File: config.mk
export PLATFORM = sky130hd
export DESIGN_NAME = hex_field_packet_parser_unit
export DESIGN_NICKNAME = d
export VERILOG_FILES = /design/src/hdl/hfpp_pkg.sv /design/src/hdl/hex_field_packet_parser_unit.sv
export SDC_FILE = /design/constraint.sdc
export NUM_CORES = 1
export LEC_CHECK = 0
export BUFFER_PORTS_ARGS = -buffer_cell sky130_fd_sc_hd__clkbuf_2
export CORE_MARGIN = 3
export CORE_UTILIZATION = 24
export CTS_CLUSTER_DIAMETER = 30
export DETAILED_ROUTE_END_ITERATION = 8
export PLACE_DENSITY = 0.39
export RECOVER_POWER = 50
export SLEW_MARGIN = 30
export SYNTH_ARGS = -nofsm -noshare
export SYNTH_HDL_FRONTEND = slang
export SYNTH_SLANG_ARGS = --single-unit
File: constraint.sdc
create_clock -name clk -period 6.7 [get_ports clk]
set_input_delay 1.005 -clock clk [delete_from_list [all_inputs] [get_ports clk]]
set_output_delay 1.005 -clock clk [all_outputs]
set_load 0.02 [all_outputs]
File: src/hdl/hfpp_pkg.sv
// Package for the hex field packet parser.
// Holds the body layout constants and the character class helpers.
// No dependencies.
`default_nettype none

package hfpp_pkg;

    localparam int unsigned POS_W = 4;
    localparam logic [POS_W-1:0] BODY_LEN = 4'd13;

    localparam logic [7:0] CH_F = 8'h46;
    localparam logic [7:0] CH_1 = 8'h31;
    localparam logic [7:0] CH_M = 8'h4D;
    localparam logic [7:0] CH_S = 8'h53;
    localparam logic [7:0] CH_G = 8'h47;
    localparam logic [7:0] CH_E = 8'h45;

    localparam logic [4:0] HEX_NONE   = 5'd16;
    localparam logic [4:0] MOOD_MAX   = 5'd4;
    localparam logic [4:0] DIGIT2_MAX = 5'd3;

    // body character positions
    localparam logic [POS_W-1:0] P_F0    = 4'd0;
    localparam logic [POS_W-1:0] P_ONE   = 4'd1;
    localparam logic [POS_W-1:0] P_M     = 4'd2;
    localparam logic [POS_W-1:0] P_MOOD  = 4'd3;
    localparam logic [POS_W-1:0] P_F1    = 4'd4;
    localparam logic [POS_W-1:0] P_FACTH = 4'd5;
    localparam logic [POS_W-1:0] P_FACTL = 4'd6;
    localparam logic [POS_W-1:0] P_S     = 4'd7;
    localparam logic [POS_W-1:0] P_STYLE = 4'd8;
    localparam logic [POS_W-1:0] P_G     = 4'd9;
    localparam logic [POS_W-1:0] P_GEST  = 4'd10;
    localparam logic [POS_W-1:0] P_E     = 4'd11;
    localparam logic [POS_W-1:0] P_INT   = 4'd12;

    function automatic logic is_blank(input logic [7:0] c);
        return (c == 8'h20) || (c >= 8'h09 && c <= 8'h0D);
    endfunction

    // hex digit value, HEX_NONE for a non-digit
    function automatic logic [4:0] hex_value(input logic [7:0] c);
        logic [4:0] v;
        v = HEX_NONE;
        if (c >= 8'h30 && c <= 8'h39)
        begin
            v = 5'(c - 8'h30);
        end
        else if (c >= 8'h41 && c <= 8'h46)
        begin
            v = 5'(c - 8'h37);
        end
        else if (c >= 8'h61 && c <= 8'h66)
        begin
            v = 5'(c - 8'h57);
        end
        return v;
    endfunction

endpackage

`default_nettype wire

File: src/hdl/hex_field_packet_parser_unit.sv
// Hex field packet parser, top level.
// Depends on hfpp_pkg.
//
// Usage:
//   Input channel (in_valid/in_ready) carries one character per item in
//   char_code, with end_of_packet high on the last character of a packet.
//   Output channel (out_valid/out_ready) carries one result item per packet:
//   packet_valid and the decoded mood, fact_id, style, gesture, intensity.
//   Fields are all zero when the packet is invalid.
//   Leading and trailing whitespace is trimmed; the body must read
//   F1MxFxxSxGxEx with hex digits in either case.
//   Latency: the result appears on out_valid the cycle after the last
//   character is accepted. Throughput: one character per cycle while
//   in_ready is high; the parse state and the checks for one character
//   sit between the input handshake and the parse/result registers.
//   Stall: in_ready = !out_valid || out_ready, so characters keep flowing
//   while no result is pending; a held result blocks input until taken.
//   Reset: parse state cleared, no result pending. After each packet the
//   parse state returns to its reset value.
`default_nettype none

module hex_field_packet_parser_unit
    import hfpp_pkg::*;
(
    input  wire logic       clk,
    input  wire logic       rst_n,
    input  wire logic       in_valid,
    output logic            in_ready,
    input  wire logic [7:0] char_code,
    input  wire logic       end_of_packet,
    output logic            out_valid,
    input  wire logic       out_ready,
    output logic            packet_valid,
    output logic [2:0]      mood,
    output logic [7:0]      fact_id,
    output logic [1:0]      style,
    output logic [1:0]      gesture,
    output logic [1:0]      intensity
);

    logic [POS_W-1:0] pos_reg, pos_next;
    logic             started_reg, started_next;
    logic             trail_reg, trail_next;
    logic             err_reg, err_next;
    logic [2:0]       mood_reg, mood_next;
    logic [7:0]       fact_reg, fact_next;
    logic [1:0]       style_reg, style_next;
    logic [1:0]       gest_reg, gest_next;
    logic [1:0]       int_reg, int_next;

    logic             out_valid_reg;
    logic             pkt_ok_reg;
    logic [2:0]       out_mood_reg;
    logic [7:0]       out_fact_reg;
    logic [1:0]       out_style_reg;
    logic [1:0]       out_gest_reg;
    logic [1:0]       out_int_reg;

    logic             accept;
    logic             blank;
    logic             take;
    logic             match;
    logic [4:0]       digit;
    logic             ok;

    assign in_ready = !out_valid_reg || out_ready;
    assign accept   = in_valid && in_ready;
    assign blank    = is_blank(char_code);
    assign digit    = hex_value(char_code);
    assign take     = !blank && !trail_reg && (pos_reg < BODY_LEN);

    always_comb
    begin
        mood_next  = mood_reg;
        fact_next  = fact_reg;
        style_next = style_reg;
        gest_next  = gest_reg;
        int_next   = int_reg;
        match      = 1'b0;
        unique case (pos_reg)
            P_F0, P_F1: match = (char_code == CH_F);
            P_ONE:      match = (char_code == CH_1);
            P_M:        match = (char_code == CH_M);
            P_S:        match = (char_code == CH_S);
            P_G:        match = (char_code == CH_G);
            P_E:        match = (char_code == CH_E);
            P_MOOD:
            begin
                match     = (digit <= MOOD_MAX);
                mood_next = digit[2:0];
            end
            P_FACTH:
            begin
                match     = (digit < HEX_NONE);
                fact_next = {digit[3:0], 4'h0};
            end
            P_FACTL:
            begin
                match     = (digit < HEX_NONE);
                fact_next = {fact_reg[7:4], digit[3:0]};
            end
            P_STYLE:
            begin
                match      = (digit <= DIGIT2_MAX);
                style_next = digit[1:0];
            end
            P_GEST:
            begin
                match     = (digit <= DIGIT2_MAX);
                gest_next = digit[1:0];
            end
            P_INT:
            begin
                match    = (digit <= DIGIT2_MAX);
                int_next = digit[1:0];
            end
            default:    match = 1'b0;
        endcase
        if (!take)
        begin
            mood_next  = mood_reg;
            fact_next  = fact_reg;
            style_next = style_reg;
            gest_next  = gest_reg;
            int_next   = int_reg;
        end
    end

    always_comb
    begin
        started_next = started_reg || !blank;
        trail_next   = trail_reg || (blank && started_reg);
        err_next     = err_reg || (!blank && !take) || (take && !match);
        pos_next     = take ? pos_reg + 4'd1 : pos_reg;
    end

    assign ok = started_next && !err_next && (pos_next == BODY_LEN);

    always_ff @(posedge clk or negedge rst_n)
    begin
        if (!rst_n)
        begin
            pos_reg     <= '0;
            started_reg <= 1'b0;
            trail_reg   <= 1'b0;
            err_reg     <= 1'b0;
        end
        else if (accept)
        begin
            if (end_of_packet)
            begin
                pos_reg     <= '0;
                started_reg <= 1'b0;
                trail_reg   <= 1'b0;
                err_reg     <= 1'b0;
            end
            else
            begin
                pos_reg     <= pos_next;
                started_reg <= started_next;
                trail_reg   <= trail_next;
                err_reg     <= err_next;
            end
        end
    end

    // field holds are only read after a successful parse of the same packet
    always_ff @(posedge clk)
    begin
        if (accept)
        begin
            mood_reg  <= mood_next;
            fact_reg  <= fact_next;
            style_reg <= style_next;
            gest_reg  <= gest_next;
            int_reg   <= int_next;
        end
    end

    always_ff @(posedge clk or negedge rst_n)
    begin
        if (!rst_n)
        begin
            out_valid_reg <= 1'b0;
        end
        else if (accept && end_of_packet)
        begin
            out_valid_reg <= 1'b1;
        end
        else if (out_ready)
        begin
            out_valid_reg <= 1'b0;
        end
    end

    always_ff @(posedge clk)
    begin
        if (accept && end_of_packet)
        begin
            pkt_ok_reg    <= ok;
            out_mood_reg  <= ok ? mood_next  : '0;
            out_fact_reg  <= ok ? fact_next  : '0;
            out_style_reg <= ok ? style_next : '0;
            out_gest_reg  <= ok ? gest_next  : '0;
            out_int_reg   <= ok ? int_next   : '0;
        end
    end

    assign out_valid    = out_valid_reg;
    assign packet_valid = pkt_ok_reg;
    assign mood         = out_mood_reg;
    assign fact_id      = out_fact_reg;
    assign style        = out_style_reg;
    assign gesture      = out_gest_reg;
    assign intensity    = out_int_reg;

`ifndef SYNTH
    a_pos_range: assert property (@(posedge clk) disable iff (!rst_n)
        pos_reg <= BODY_LEN)
        else $error("body position beyond body length");

    a_eop_clears: assert property (@(posedge clk) disable iff (!rst_n)
        accept && end_of_packet |=> pos_reg == '0 && !started_reg && !trail_reg && !err_reg)
        else $error("parse state not cleared after packet end");

    a_eop_result: assert property (@(posedge clk) disable iff (!rst_n)
        accept && end_of_packet |=> out_valid)
        else $error("no result after packet end");

    a_invalid_zero: assert property (@(posedge clk) disable iff (!rst_n)
        out_valid && !packet_valid |-> mood == '0 && fact_id == '0 && style == '0
            && gesture == '0 && intensity == '0)
        else $error("invalid packet with nonzero fields");

    a_mood_range: assert property (@(posedge clk) disable iff (!rst_n)
        out_valid && packet_valid |-> mood <= 3'd4)
        else $error("mood out of range");
`endif

endmodule

`default_nettype wire
==> summary.txt, run 1 <==
Detailed routing
  • Via count: 1,809
  • First-pass DRT Iterations: 4
  • Total Routed Length: just over 6000 µm
  • Routed length per instance: 15.80 µm
  • Vias per cell: 4.736
  • 1st-iter DRT viols: 98
  • Post-route ant nets: 0
  • Drt drc: 0

Synth
  • Post-Syn Nets: ~240
  • Top-area cell type share of the netlist area: between 40% and 50%
  • Synth unique cells: 63
  • Top_reg_cell synth: edfxtp_1
  • Seq/Total Area, Yosys: slightly below 50%
  • Yosys warnings: 0
  • Avg Cell Area, Syn: 12.03 µm²
  • Post-Synthesis Cells: around 220
  • Yosys reg bits: 43
  • Top area cells in the synthesized netlist: edfxtp_1 41%, dfrtp_1 7.7%, ha_1 4.4%
  • Cell area after synthesis: around 2600 µm²
  • Yosys top cell by area: edfxtp_1
  • FFs w/ async S/R, synth: a little under a fifth
  • Post-synth EDFFs: 35

Cells and area
  • Layout cells sized above 1: between 10% and 20%
  • Commonest non-fill, non-tap cells in the layout: 35 x edfxtp_1, 23 x clkbuf_1, 12 x nor3b_1, 12 x nor2_1, 11 x nand2_1
  • Diode count: 0
  • Most common cell after layout, fill and taps aside: edfxtp_1
  • Area delta synth->final: 12.29%
  • Nets: 267
  • Layout Cells excl Fill: roughly 380

Worst setup path
  • Reg2reg setup slack: roughly 3500 ps
  • CP Data Required Time: 6820 ps
  • Worst-path cell chain: clkbuf_1, inv_1, ha_1, a21oi_1, o211ai_1, a21oi_1, clkbuf_1, nand2_1, a221o_1, nor3b_1
  • Arrival time at the worst endpoint: roughly 4200 ps
  • RR Endpoint: fact_id[0]
  • Crit path max fanout: 18
  • Startpoint class of the critical path: input port
  • Register-to-Register Path Depth: 8
  • Cell at the slowest stage of the critical path: a221o_1
  • CP peak stage delay: 710 ps
  • Crit Path Category: input port to register
  • Crit end category: register
  • Reg2reg start: pos_reg[0]

Timing
  • Least-Margin Pin Slew: 885.2 ps
  • Fmax: between 200 and 250 MHz
  • TNS Setup: 0 ps
  • Setup Skew: 8.116 ps
  • Final Hold Viols: 0
  • Slew Limit Fails: 0
  • Crit share post-route: between 60% and 70%
  • RSZ-0062 raised after global routing: false
  • Max transition margin: about two fifths
  • Minimum clock period: between 4000 and 5000 ps
  • Final setup viols: 0

Clock network
  • Post-CTS setup buffers: 0
  • Cts repair resizes: 0
  • Worst-Skew Late Latency: approximately 300 ps
  • CTS sink count: 43
  • Clk buf depth: 2
  • CTS tree: built
  • Clock transition at path regs: approximately 90 ps
  • Root Buffer: clkbuf_8
  • Hold Buf Count CTS: 0
  • Total CTS buffers: 5
  • H-tree levels: 2

Placed design
  • GP Congestion: roughly 0.74
  • Dpl cells: approximately 370
  • Port bufs: 32
  • Dpl hpwl: 4228 µm

Status
  • Outcome: finished clean

Hold path
  • Hold Path Sink: err_reg
  • Hold Startpoint: err_reg
  • HP Class: register to register
  • WHS Path Cells: 2

Floorplan
  • Die height: between 100 and 150 µm
  • Die area: roughly 12,000 µm²
  • Die X-Extent: 109.8 µm
  • Initial Util: between 20 and 25%
  • Core footprint: 10,420 µm²
  • Ports: 33
  • Row count: 37

Global routing
  • Gr usage total: 10.62%
  • Vias in the first global route: about 1,900
  • First-pass GRT wire length: 9922 µm
  • Initial antenna violation count: 0
  • Total grt overflow: 0
  • Largest net degree at the start of global routing: 24

Job
  • Max capacitance violation total: 0

Pwr
  • Seq pwr share: approximately 54%
  • Switch share: 29.11%
  • Pleak: between 0.9 and 1 nW
  • Pwr/cell area: approximately 210 nW/µm²
  • Switch Pwr: 0.1742 mW
  • Max IR drop VDD: approximately 0.13 mV
  • Comb pwr share: 18.6%
  • Internal power: approximately 0.42 mW
  • Clock share of power: between 20% and 30%
==> stage by stage <==
stage	setup WS, ps	total power, mW	area, µm²	util (%)	hold slack, ps
after floorplan	3573	0.4064	2586	-	487.0
after global placement	2797	0.4432	2840	27.27	526.1
after detailed placement	2834	0.4433	2851	27.38	536.3
after CTS	3144	0.6114	2940	28.23	545.1
after global routing	2325	0.6325	2904	27.88	587.2
final	2664	0.5985	2904	27.88	558.6
==> per-layer routing <==
metal / GRT usage, % / vias to the layer above / wire, µm
li1: - / 893 / -
met1: 15.36 / 870 / 3030
met2: 16.12 / 41 / 2679
met3: 1.996 / 5 / 256
met4: 2.939 / 0 / 71
met5: 0 / - / 0
==> worst max-delay path, delay by kind of cell <==
| kind | cells | cell delay (ps) |
|---|---|---|
| AOI/OAI and AO/OA | 4 | 1210 |
| adders and majority gates | 1 | 270 |
| buffers and inverters | 3 | 1140 |
| and+or+nand+nor | 2 | 540 |
==> layout make-up <==
cell class              instances  area (µm²)
clock buffers                   5       68.82
clock inverters                 3       20.02
fillers                      1117        7512
inverters                       8       30.03
multi-input cells             153        1216
flip-flops and latches         43        1251
well taps                     136       170.2
repair buffers                 34       147.6
==> kinds of logic (layout without fill, tap and decap cells) <==
group	Yosys count	count (layout)	share of synthesized area, %
adders and majority gates	9	9	4.354
DFF	43	43	48.38
muxes	10	10	4.306
buffers and inverters	19	50	4.402
xor gates and xnor gates	3	3	1.016
and+or+nand+nor	83	83	22.06
AOI/OAI and AO/OA	48	48	15.48
==> cells in the mapped netlist (2+ instances only) <==
cell type / instances
nor2_1: 12
edfxtp_1: 35
and3b_1: 2
dfrtp_1: 8
a31oi_1: 2
mux2_2: 9
nor4_1: 4
o21ai_0: 4
nand2b_1: 4
or3_1: 2
xnor2_1: 2
o31ai_1: 2
buf_6: 4
nor3b_2: 9
and2_1: 3
inv_1: 8
a21o_1: 3
nor3_1: 5
nand2_1: 11
nand3b_1: 2
nor3b_1: 12
ha_1: 9
a32o_1: 9
nand3_1: 2
clkbuf_1: 5
o21bai_1: 2
a21oi_1: 9
==> worst max path at each step <==
stage	start	end	slack [ps]
floorplan	char_code[0]	fact_id[5]	3570
global placement	char_code[1]	fact_id[5]	2800
detailed placement	char_code[1]	fact_id[0]	2830
CTS	char_code[1]	gesture[0]	3140
global route	char_code[1]	fact_id[0]	2320
finish	char_code[1]	fact_id[0]	2660
==> power by group through the flow <==
| stage | registers (mW) | clock network [mW] | logic, mW |
|---|---|---|---|
| floorplan | 0.328 | 0 | 0.0781 |
| CTS | 0.323 | 0.173 | 0.115 |
| finish | 0.323 | 0.165 | 0.111 |
| global route | 0.326 | 0.181 | 0.126 |
| global placement | 0.329 | 0 | 0.115 |
| detailed placement | 0.329 | 0 | 0.115 |
No activity file was read; power rests on OpenSTA's default activity.
==> run 2, diff against run 1 <==
--- a/config.mk
+++ b/config.mk
@@ -10,7 +10,7 @@
 export CORE_UTILIZATION = 24
 export CTS_CLUSTER_DIAMETER = 30
 export DETAILED_ROUTE_END_ITERATION = 8
-export PLACE_DENSITY = 0.39
+export PLACE_DENSITY = 0.4
 export RECOVER_POWER = 50
 export SLEW_MARGIN = 30
 export SYNTH_ARGS = -nofsm -noshare
==> constraint.sdc (replaced) <==
create_clock -name clk -period 3.54 [get_ports clk]
set_input_delay 0.531 -clock clk [delete_from_list [all_inputs] [get_ports clk]]
set_output_delay 0.531 -clock clk [all_outputs]
set_load 0.02 [all_outputs]
==> run 2 against run 1 <==
Compared with the run above: total power grew 90%; via count is 2.8% higher; worst hold slack got worse by 400 ps; combinational power rose by 93%; core utilization increased by 0.40 points; clock skew increased by 0.89 ps; clock-buffer cell count is 1 higher; sequential power rose by 89%; die area unchanged; wire length grew 2.6%; largest power group unchanged.
==> summary.txt, run 2 (synthesis gave the netlist of run 1 again) <==
Pwr
  • Switch Pwr: 0.3294 mW
  • Pwr/cell area: around 390 nW/µm²
  • Max IR drop VDD: approximately 0.19 mV
  • Seq pwr share: between 50% and 60%
  • Pleak: a little over 1 nW
  • Clock share of power: roughly 27%
  • Comb pwr share: 18.8%
  • Internal power: 0.8062 mW
  • Switch share: roughly 29%

Global routing
  • Total grt overflow: 0
  • Vias in the first global route: roughly 1,800
  • Largest net degree at the start of global routing: 23
  • Gr usage total: a little over a tenth
  • First-pass GRT wire length: 10,110 µm
  • Initial antenna violation count: 0

Worst setup path
  • CP delay by family, top: simple AND/OR/NAND/NOR gates
  • CP Data Required Time: 3670 ps
  • Cell at the slowest stage of the critical path: a221o_2
  • Register-to-Register Path Depth: 8
  • Crit path max fanout: 18
  • Crit Path Category: input port to register
  • Arrival time at the worst endpoint: between 3000 and 4000 ps
  • Startpoint class of the critical path: input port
  • Worst path depth: 9
  • CP peak stage delay: a little under 600 ps
  • WP buf/inv: 2
  • Crit end category: register
  • Worst-path cell chain: clkbuf_2, inv_1, ha_1, or4b_1, o211ai_2, and2_1, a21oi_1, a221o_2, nor3b_1

Clock network
  • Cts repair resizes: 0
  • CTS tree: built
  • Clock transition at path regs: roughly 80 ps
  • Post-CTS setup buffers: 0
  • H-tree levels: 2
  • Hold Buf Count CTS: 0
  • CTS sink count: between 40 and 50
  • Total CTS buffers: 5
  • Root Buffer: clkbuf_8
  • Worst-Skew Late Latency: approximately 300 ps
  • Clk buf depth: 2

Job
  • Max capacitance violation total: 0

Timing
  • Final Hold Viols: 0
  • Final setup viols: 0
  • Minimum clock period: roughly 3000 ps
  • Slew Limit Fails: 0
  • Least-Margin Pin Slew: roughly 1200 ps
  • Final setup margin: between 500 and 600 ps
  • RSZ-0062 raised after global routing: false
  • Setup Skew: between 9 and 10 ps
  • TNS Setup: 0 ps
  • Max transition margin: 18.25%
  • Crit share post-route: between 80% and 90%
  • Fmax: about 340 MHz

Detailed routing
  • First-pass DRT Iterations: 4
  • Total Routed Length: 6191 µm
  • Drt drc: 0
  • Post-route ant nets: 0
  • 1st-iter DRT viols: between 100 and 150
  • Vias per cell: 4.806
  • Via count: around 1,900
  • Routed length per instance: 16.00 µm

Floorplan
  • Core footprint: ~10,000 µm²
  • Ports: 33
  • Die area: approximately 12,000 µm²
  • Row count: 37
  • Die height: ~110 µm
  • Die X-Extent: between 100 and 150 µm
  • Initial Util: around 25%

Cells and area
  • Area delta synth->final: 13.88%
  • Commonest non-fill, non-tap cells in the layout: 35 x edfxtp_1, 23 x clkbuf_1, 12 x nor3b_1, 12 x nor2_1
  • Layout cells sized above 1: between 20% and 30%
  • Most common cell after layout, fill and taps aside: edfxtp_1
  • Diode count: 0
  • Nets: approximately 270

Hold path
  • HP Class: input port to async pin

Placed design
  • Port bufs: 32
  • GP Congestion: a little under 0.8
  • Place WS: 125.9 ps
  • Dpl hpwl: between 4000 and 5000 µm

Status
  • Outcome: finished clean
[run 2: cell type report]
type                       count  area (µm²)
inverter                       8       30.03
timing repair buffer          39       186.4
tap                          136       170.2
sequential                    43        1251
clock buffer                   6       72.57
multi-input combinational    153        1222
fill                        1090        7471
clock inverter                 2       12.51
[run 2: final timing paths]
| path | start | to | slack, ps |
|---|---|---|---|
| hold / removal | rst_n | pos_reg[3] | 160 |
| setup / recovery | char_code[0] | fact_id[1] | 590 |
| min in group clk | end_of_packet | pos_reg[1] | 500 |
| max in group asynchronous | rst_n | started_reg | 3060 |
| setup reg to reg | pos_reg[0] | gesture[0] | 600 |
| hold reg to reg | err_reg | err_reg | 560 |
[run 2: worst register-to-register path: stages, from the launching register on]
cell and delay, ps:
dfrtp_1 490, ha_1 390, nor3b_1 390, nor3_1 110, xor2_1 160, nor4_1 590, o31ai_4 220, buf_6 220
nor3b_1 220
[run 2: metal layers]
| metal | GRT usage [%] | up-vias | part of all wire [%] |
|---|---|---|---|
| li1 | - | 905 | - |
| met1 | 15.30 | 921 | 51 |
| met2 | 16.68 | 29 | 45 |
| met3 | 2.466 | 5 | 3.4 |
| met4 | 3.206 | 0 | 0.89 |
| met5 | 0 | - | 0 |
[run 2: power groups by stage]
stage,registers (mW),logic (mW),clock network (mW)
after CTS,0.611,0.221,0.325
after global routing,0.616,0.238,0.346
after global placement,0.621,0.219,0
after detailed placement,0.622,0.220,0
final,0.611,0.214,0.311
after floorplan,0.621,0.148,0
[run 2: metrics by stage]
step | hold slack, ps | cell area (µm²) | total power, mW | utilization (%) | cells
floorplan | 235.4 | 2586 | 0.7692 | - | 215
global placement | 395.2 | 2878 | 0.8407 | 27.63 | 378
detailed placement | 399.6 | 2889 | 0.8411 | 27.74 | 379
CTS | 71.13 | 2974 | 1.156 | 28.55 | 387
global route | 183.0 | 2945 | 1.201 | 28.28 | 387
finish | 160.4 | 2945 | 1.136 | 28.28 | 387
